`config.mk`:
```
export PLATFORM = sky130hd
export DESIGN_NAME = bit_buffer_fifo
export DESIGN_NICKNAME = d
export VERILOG_FILES = /design/src/bbf_pkg.sv /design/src/bit_buffer_fifo.sv
export SDC_FILE = /design/constraint.sdc
export NUM_CORES = 2
export LEC_CHECK = 0
export BUFFER_PORTS_ARGS = -buffer_cell sky130_fd_sc_hd__buf_2
export CORE_MARGIN = 2
export CORE_UTILIZATION = 25
export DETAILED_ROUTE_END_ITERATION = 8
export HOLD_SLACK_MARGIN = 0.08
export PLACE_DENSITY = 0.45
export SKIP_CTS_REPAIR_TIMING = 1
export SLEW_MARGIN = 15
export SYNTH_ARGS = -nofsm -noshare
export SYNTH_HDL_FRONTEND = slang
export SYNTH_SLANG_ARGS = --single-unit
```
`constraint.sdc`:
```
create_clock -name i_clk -period 31.8 [get_ports i_clk]
set_input_delay 3.18 -clock i_clk [delete_from_list [all_inputs] [get_ports i_clk]]
set_output_delay 3.18 -clock i_clk [all_outputs]
set_load 0.01 [all_outputs]
```
`src/bbf_pkg.sv`:
```
// Package: shared constants and types of the bit buffer FIFO.
package bbf_pkg;

    localparam int CAP_BYTES = 512;
    localparam int CAP_BITS  = CAP_BYTES * 8;
    localparam int ADDR_W    = (CAP_BYTES > 1) ? $clog2(CAP_BYTES) : 1;
    localparam int POS_W     = $clog2(CAP_BITS + 1);
    localparam int SIZE_W    = 13;
    localparam int OCC_W     = 10;

    typedef enum logic [1:0] {
        REQ_WR_BIT  = 2'd0,
        REQ_WR_BYTE = 2'd1,
        REQ_RD_BIT  = 2'd2,
        REQ_CLEAR   = 2'd3
    } t_req;

    typedef enum logic {
        ST_IDLE = 1'b0,
        ST_EXEC = 1'b1
    } t_state;

endpackage

```
`src/bit_buffer_fifo.sv`:
```
// Top level: linear bit buffer with a byte-wide store and a partial-byte tail register.
//
// Usage:
//   Input channel  (i_valid / o_ready): one request per transaction, i_req_type
//   selects write bit, write byte (LSB first at the current bit offset), read
//   bit, or clear; i_wr_data carries the byte (bit 0 for a bit write).
//   Output channel (o_valid / i_ready): exactly one result per request with the
//   bit read, its valid flag, the overflow flag, unread bits and unread bytes.
//   Each request is registered when taken and executed in the execute state,
//   which loads the result register and so raises o_valid.
//   Requests are taken only in the idle state, none before the last has executed;
//   the byte store is a synchronous memory, read in the accept cycle and
//   consumed in the execute cycle. Completed bytes are written to the store;
//   the byte under the write position stays in a tail register.
//   Space that has been read is reused only after a clear request.
//   Reset: both bit positions return to zero and the result register empties;
//   the store keeps its contents and needs no clearing pass.
//   Stall: while a result is not taken the next request is still accepted
//   but holds in the execute cycle; no result is lost or repeated.
module bit_buffer_fifo (
    input  logic                      i_clk,
    input  logic                      i_rst_n,
    input  logic                      i_valid,
    output logic                      o_ready,
    input  logic [1:0]                i_req_type,
    input  logic [7:0]                i_wr_data,
    output logic                      o_valid,
    input  logic                      i_ready,
    output logic                      o_rd_bit,
    output logic                      o_rd_ok,
    output logic                      o_overflow,
    output logic [bbf_pkg::SIZE_W-1:0] o_size_bits,
    output logic [bbf_pkg::OCC_W-1:0]  o_occupancy_bytes
);

    localparam int PW = bbf_pkg::POS_W;
    localparam int AW = bbf_pkg::ADDR_W;
    localparam int IW = PW - 3;

    // Byte store
    logic [7:0] mem [bbf_pkg::CAP_BYTES];
    logic [7:0] mem_q;
    logic       mem_we;
    logic [AW-1:0] mem_waddr;
    logic [7:0] mem_wdata;
    logic       mem_re;

    // Control and datapath registers
    bbf_pkg::t_state r_state, n_state;
    logic [PW-1:0] r_wpos, n_wpos;
    logic [PW-1:0] r_rpos, n_rpos;
    logic [7:0]    r_tail, n_tail;
    bbf_pkg::t_req r_req;
    logic [7:0]    r_data;
    logic          r_out_valid, n_out_valid;
    logic          r_rd_bit, n_rd_bit;
    logic          r_rd_ok, n_rd_ok;
    logic          r_ovf, n_ovf;
    logic [bbf_pkg::SIZE_W-1:0] r_size, n_size;
    logic [bbf_pkg::OCC_W-1:0]  r_occ, n_occ;

    logic          in_fire;
    logic          done;
    logic [2:0]    wsh, rsh;
    logic [IW-1:0] widx, ridx;
    logic [7:0]    low_mask, keep, rbyte;
    logic [15:0]   merged;
    logic [PW:0]   wpos_p8;
    logic [PW-1:0] size_pos;
    logic [PW:0]   size_p7;

    assign o_ready = (r_state == bbf_pkg::ST_IDLE);
    assign in_fire = i_valid && o_ready;
    assign mem_re  = in_fire;
    assign done    = (r_state == bbf_pkg::ST_EXEC) && (!r_out_valid || i_ready);

    assign wsh      = r_wpos[2:0];
    assign rsh      = r_rpos[2:0];
    assign widx     = r_wpos[PW-1:3];
    assign ridx     = r_rpos[PW-1:3];
    assign low_mask = ~(8'hFF << wsh);
    assign keep     = r_tail & low_mask;
    assign merged   = {8'h00, keep} | ({8'h00, r_data} << wsh);
    assign wpos_p8  = {1'b0, r_wpos} + (PW+1)'(8);

    // Write and read the byte store
    always_ff @(posedge i_clk) begin
        if (mem_we) begin
            mem[mem_waddr] <= mem_wdata;
        end
        if (mem_re) begin
            mem_q <= mem[ridx[AW-1:0]];
        end
    end

    // Hold the request and the registers
    always_ff @(posedge i_clk) begin
        if (!i_rst_n) begin
            r_state     <= bbf_pkg::ST_IDLE;
            r_wpos      <= '0;
            r_rpos      <= '0;
            r_out_valid <= 1'b0;
        end else begin
            r_state     <= n_state;
            r_wpos      <= n_wpos;
            r_rpos      <= n_rpos;
            r_out_valid <= n_out_valid;
        end
    end

    always_ff @(posedge i_clk) begin
        if (in_fire) begin
            r_req  <= bbf_pkg::t_req'(i_req_type);
            r_data <= i_wr_data;
        end
        r_tail   <= n_tail;
        r_rd_bit <= n_rd_bit;
        r_rd_ok  <= n_rd_ok;
        r_ovf    <= n_ovf;
        r_size   <= n_size;
        r_occ    <= n_occ;
    end

    // Execute the request and load the result register
    always_comb begin
        n_state     = r_state;
        n_wpos      = r_wpos;
        n_rpos      = r_rpos;
        n_tail      = r_tail;
        n_out_valid = r_out_valid;
        n_rd_bit    = r_rd_bit;
        n_rd_ok     = r_rd_ok;
        n_ovf       = r_ovf;
        n_size      = r_size;
        n_occ       = r_occ;
        mem_we      = 1'b0;
        mem_waddr   = widx[AW-1:0];
        mem_wdata   = merged[7:0];
        rbyte       = (ridx == widx) ? r_tail : mem_q;
        size_pos    = '0;
        size_p7     = '0;

        if (r_out_valid && i_ready) begin
            n_out_valid = 1'b0;
        end

        case (r_state)
            bbf_pkg::ST_IDLE: begin
                if (in_fire) begin
                    n_state = bbf_pkg::ST_EXEC;
                end
            end
            bbf_pkg::ST_EXEC: begin
                if (done) begin
                    n_state  = bbf_pkg::ST_IDLE;
                    n_rd_bit = 1'b0;
                    n_rd_ok  = 1'b0;
                    n_ovf    = 1'b0;
                    case (r_req)
                        bbf_pkg::REQ_WR_BIT: begin
                            if (r_wpos < PW'(bbf_pkg::CAP_BITS)) begin
                                n_tail = keep | ({7'd0, r_data[0]} << wsh);
                                if (wsh == 3'd7) begin
                                    mem_we    = 1'b1;
                                    mem_wdata = n_tail;
                                end
                                n_wpos = r_wpos + PW'(1);
                            end else begin
                                n_ovf = 1'b1;
                            end
                        end
                        bbf_pkg::REQ_WR_BYTE: begin
                            if (wpos_p8 <= (PW+1)'(bbf_pkg::CAP_BITS)) begin
                                mem_we = 1'b1;
                                n_tail = merged[15:8];
                                n_wpos = wpos_p8[PW-1:0];
                            end else begin
                                n_ovf = 1'b1;
                            end
                        end
                        bbf_pkg::REQ_RD_BIT: begin
                            if (r_rpos < r_wpos) begin
                                n_rd_bit = rbyte[rsh];
                                n_rd_ok  = 1'b1;
                                n_rpos   = r_rpos + PW'(1);
                            end
                        end
                        bbf_pkg::REQ_CLEAR: begin
                            n_wpos = '0;
                            n_rpos = '0;
                        end
                        default: begin
                            n_wpos = r_wpos;
                        end
                    endcase
                    size_pos    = n_wpos - n_rpos;
                    size_p7     = {1'b0, size_pos} + (PW+1)'(7);
                    n_size      = bbf_pkg::SIZE_W'(size_pos);
                    n_occ       = bbf_pkg::OCC_W'(size_p7 >> 3);
                    n_out_valid = 1'b1;
                end
            end
            default: begin
                n_state = bbf_pkg::ST_IDLE;
            end
        endcase
    end

    assign o_valid           = r_out_valid;
    assign o_rd_bit          = r_rd_bit;
    assign o_rd_ok           = r_rd_ok;
    assign o_overflow        = r_ovf;
    assign o_size_bits       = r_size;
    assign o_occupancy_bytes = r_occ;

    // Read position never passes the write position
    a_rpos_le_wpos: assert property (@(posedge i_clk) disable iff (!i_rst_n)
        r_rpos <= r_wpos)
        else $error("read position passed write position");

    // Write position stays within capacity
    a_wpos_cap: assert property (@(posedge i_clk) disable iff (!i_rst_n)
        r_wpos <= PW'(bbf_pkg::CAP_BITS))
        else $error("write position beyond capacity");

    // A read result never carries an overflow
    a_rd_no_ovf: assert property (@(posedge i_clk) disable iff (!i_rst_n)
        o_valid |-> !(o_rd_ok && o_overflow))
        else $error("read and overflow flagged together");

    // The execute state is not left before the request completes
    a_one_at_a_time: assert property (@(posedge i_clk) disable iff (!i_rst_n)
        (r_state == bbf_pkg::ST_EXEC && !done) |=> (r_state == bbf_pkg::ST_EXEC))
        else $error("execute cycle left without completing");

    // A completed request always presents a result
    a_done_result: assert property (@(posedge i_clk) disable iff (!i_rst_n)
        done |=> o_valid)
        else $error("completed request gave no result");

endmodule

```
# Word level (Yosys, flattened, before mapping)
# Memory sizes are Yosys's and may differ from the RTL's. A register that Yosys moved wholly into a read port is not among the register bits.
# Cells that the tools add are included.
# W data, S select, Z words.
# totals
reg_bits	72
latch_bits	0
ram_bits	4096
rom_bits	0
input_bits	14
out_inout_bits	28
word_cells	85
n_memories	1
# memory_table
name	depth	width	rd	rd_ports_with_merged_regs	wr	line	text
mem	512	8	1	1	1	bit_buffer_fifo.sv:41	logic [7:0] mem [bbf_pkg::CAP_BYTES];
# op_classes
add_sub_neg	5
mul	0
div_mod_pow	0
magnitude_cmp	4
n_eq_ne	7
n_shift	3
muxes	38
bitwise	5
reduce_logical	10
# op_table
cell	n
$mux W13	7
$mux W8	8
$pmux W13 S3	1
$add A13 B1 Y13 const B	2
$pmux W13 S2	1
$mux W1	16
$or A8 B16 Y16	1
$pmux W8 S2	1
$shl A8 B3 Y16	1
$add A13 B4 Y14 const B	1
$le A14 B13 Y1 const B	1
$add A13 B3 Y13 const B	1
$lt A13 B13 Y1	1
$lt A13 B13 Y1 const B	1
$sub A13 B13 Y13	1
$eq A10 B10 Y1	1
$and A8 B8 Y8	1
$not A8 Y8	1
$or A8 B8 Y8	1
$shl A1 B3 Y8	1
$shl A8 B3 Y8 const A	1
$pmux W1 S2	3
$reduce_and A5 Y1	1
$eq A2 B2 Y1 const B	2
other kinds (12)	16

# Depth between registers and ports, before layout
# depth
depth_word	9
depth_mapped	20
depth_no_buf	18

# Worst setup path after synthesis
# OpenSTA, ideal clock, no wires.
# synth_timing
path_kind	input port to flip-flop
start	input port i_ready
end	memory mem[0][7] (data pin)
setup_ps	4263
arrival_ps	24214
t_required_ps	27537
slack_ps	3322
cell_stages	4
n_path_buf	0
cell_sequence	nand2b_1 > nand2_1 > nor3_1 > o31ai_1
# synth_via
elab_chain_len	4
# synth_lines
element	line	text
from (decl)	bit_buffer_fifo.sv:28	input logic i_ready,
$logic_or A1 B1 Y1	bit_buffer_fifo.sv:75	assign done = (r_state == bbf_pkg::ST_EXEC) && (!r_out_valid || i_ready);
$logic_and A1 B1 Y1	bit_buffer_fifo.sv:75	
$mux W8	bit_buffer_fifo.sv:154	if (done) begin
$mux W8	bit_buffer_fifo.sv:147	case (r_state)
net mem_wdata[7]	bit_buffer_fifo.sv:45	logic [7:0] mem_wdata;
to (decl)	bit_buffer_fifo.sv:41	
# The timed path passes the listed nets, and every way through them passes these cells.

==> summary.md <==
| Metric | Value |
|---|---|
| Status | `completed` |
| Clk slew on worst S/H paths | `0.06 ns` |
| CTS H-tree lvls | `5` |
| Overall routed net length | `482000 µm` |
| Worst skew pair latency | `1.03 ns` |
| DR WL/cell | `28.7 µm` |
| Total die area | `660000 µm²` |
| CP endpoint kind | `flip-flop` |
| Most frequent cell after synthesis | `edfxtp_1` |
| Total CTS buffers | `442` |
| Synth Flop Type | `edfxtp_1` |
| Synth cell count leaders | `edfxtp_1, mux4_2, nor2_1` |
| Worst slew pin tran | `1.38 ns` |
| Rows | `296` |
| Area leader, netlist | `edfxtp_1` |
| Initial antenna violation count | `34` |
| Worst Path Required | `32.54 ns` |
| First-pass GRT wire length | `669000 µm` |
| Vias | `79.5k` |
| Layout Cells excl Fill | `16.8k` |
| Clk sinks | `4176` |
| Post-synth cell types | `77` |
| Register bit total from synthesis | `4176` |
| Synth warnings | `0` |
| Reg2reg end | `mem_q[1]` |
| Skew final | `0.103 ns` |
| Final net count | `7812` |
| Worst min-delay path class | `flip-flop to flip-flop` |
| Overall power | `0.0120 W` |
| Via density | `4.74` |
| Root Driver | `clkbuf_16` |
| Slew headroom | `0.0774` |
| Largest fanout on the critical path | `83` |
| Post-synth top area share | `0.763` |
| Mean Syn Cell Area | `21.7 µm²` |
| Mapped Area | `163000 µm²` |
| Setup TNS Final | `0 ns` |
| End of the critical path | `mem_q[1]` |
| Ports | `42` |
| Fmax | `127 MHz` |
| RSZ-0062 raised after global routing | `no` |
| DIE HEIGHT | `812 µm` |
| CTS tree | `done` |
| PwrDens | `63.5 nW/µm²` |
| Ys async rst share | `0` |
| Startpoint types | `flip-flop` |
| Final hold violations | `0` |
| Reg2Reg Depth | `13` |
| Post-synthesis sequential area ratio | `0.766` |
| Fin. max-slew vios | `0` |
| WP data arrival | `8.64 ns` |
| GP Congestion | `0.784` |
| Maximum clock insertion buffer count | `4` |
| Gr ovfl total | `0` |
| Initial Utilization | `0.251` |
| Synth area leaders | `edfxtp_1, mux4_2, nor2_1` |
| Leakage | `55.0 nW` |
| CP startpoint | `r_rpos[3]` |
| DRT Pass-1 Iters | `5` |
| Core area | `650000 µm²` |
| Drt first-iter violations | `9041` |
| Final worst path period share | `0.248` |
| Final min period | `7.90 ns` |
| Count of input and output buffers | `41` |
| Max-cap violation count | `0` |
| Placed insts | `16.0k` |
| Die Wd | `812 µm` |
| HPWL Detailed | `295000 µm` |
| Setup CP Type | `flip-flop to flip-flop` |
| Mapped Nets | `7561` |
| Area Overhead vs Synth | `15.6%` |
| Reg2Reg Setup Slack | `23.90 ns` |
| Drt drc | `0` |
| Final setup viols | `0` |
| Peak supply drop | `46.8 µV` |
| Gr usage total | `0.142` |
| Number of flops mapped to enable cells by yosys | `4148` |
| Share of cells above drive strength 1 | `0.264` |
| Post-DRT Antenna Nets | `0` |
| R2R Path Start | `r_rpos[3]` |
| Cells after synthesis | `7512` |
| Pin count of the biggest net entering global routing | `198` |
| Vias in the first global route | `81.8k` |
[sequential cells by signal (all words and copies together), names as in the netlist]
name and cells:
o_valid 1, o_rd_ok 1, mem 4096, o_overflow 1, r_wpos 13, o_occupancy_bytes 10, r_tail 8, r_data 8
r_req 2, r_rpos 13, o_rd_bit 1, o_size_bits 13, r_state 1, mem_q 8
[cell type report]
type / instances / area, µm²
diodes: 9 / 22.5
clock buffers: 523 / 11500
clock inverters: 292 / 2980
fillers: 63400 / 462000
inverters: 33 / 133
multi-input cells: 2856 / 36100
flip-flops and latches: 4176 / 125000
well taps: 8642 / 10800
repair buffers: 254 / 2070
[cells in the final DEF (no fill, tap or decap), types with 9 or more instances in the layout]
cell type	count
xor2_1	11
buf_4	191
nand4_1	17
clkinv_1	111
a221oi_1	58
nand2b_1	12
diode_2	9
nor3_2	13
nor3_1	44
o22ai_1	53
o21a_1	9
a22o_1	57
clkbuf_1	73
and3_1	16
a21oi_1	91
clkbuf_16	448
edfxtp_1	4148
bufinv_16	49
buf_2	41
ha_1	34
dfxtp_1	20
a211oi_1	15
inv_6	10
mux2i_1	34
inv_1	25
nand3_1	30
mux4_2	1179
a22oi_1	107
buf_12	19
xnor2_1	20
nand2_1	228
o21ai_0	62
nor2_1	584
clkinv_2	78
and2_1	9
clkinvlp_4	23
[through the flow]
stage | hold WS, ns | setup slack, ns | instance area [µm²] | util
after floorplan | 0.540 | 3.32 | 163000 | -
after global placement | 0.587 | 23.47 | 174000 | 0.268
after detailed placement | 0.612 | 23.43 | 174000 | 0.268
after CTS | 0.622 | 23.74 | 189000 | 0.290
after global routing | 0.656 | 23.31 | 189000 | 0.290
final | 0.604 | 23.90 | 189000 | 0.290
[cells by family after synthesis]
group	after synthesis	synth area share
DFF	4176	0.766
muxes	1221	0.165
and+or+nand+nor	1026	0.0260
AOI/OAI and AO/OA	542	0.0235
buffers and inverters	480	0.0144
adders and majority gates	35	0.00273
xor gates and xnor gates	32	0.00180
[worst min path at each step]
stage,startpoint,end,slack (ns),depth (start not counted)
2_1_floorplan,r_state,r_state,0.54,2
3_3_place_gp,r_rpos[2],r_rpos[2],0.59,2
3_5_place_dp,r_rpos[0],r_rpos[0],0.61,2
4_1_cts,r_state,o_valid,0.62,2
5_1_grt,r_rpos[0],r_rpos[0],0.66,2
6_report,r_state,o_valid,0.60,2
[worst max-delay path, cell delays in order (launching register included)]
cell      delay (ns)
dfxtp_4         0.82
buf_4           0.73
buf_12          0.68
buf_4           0.76
buf_4           0.66
buf_4           0.64
mux4_2          0.57
a22o_1          0.27
a221oi_1        0.52
o22ai_1         0.20
o21ai_0         0.98
nand4_1         0.19
o41ai_1         0.13
o21ai_1         0.12
[where the power goes]
| group | switching [W] | internal [W] | leakage [nW] |
|---|---|---|---|
| Combinational | 0.000418 | 0.0000512 | 10.4 |
| Clock | 0.00221 | 0.00298 | 7.03 |
| Sequential | 0.00000938 | 0.00632 | 37.6 |
| Total | 0.00264 | 0.00936 | 55.0 |
[metal layers]
layer | global-route usage | wire length (µm) | vias up
li1 | - | - | 32200
met1 | 0.196 | 207000 | 43700
met2 | 0.232 | 230000 | 2940
met3 | 0.0258 | 31700 | 653
met4 | 0.0370 | 12900 | 16
met5 | 0 | 100 | -
No activity file was read; power rests on OpenSTA's default activity.
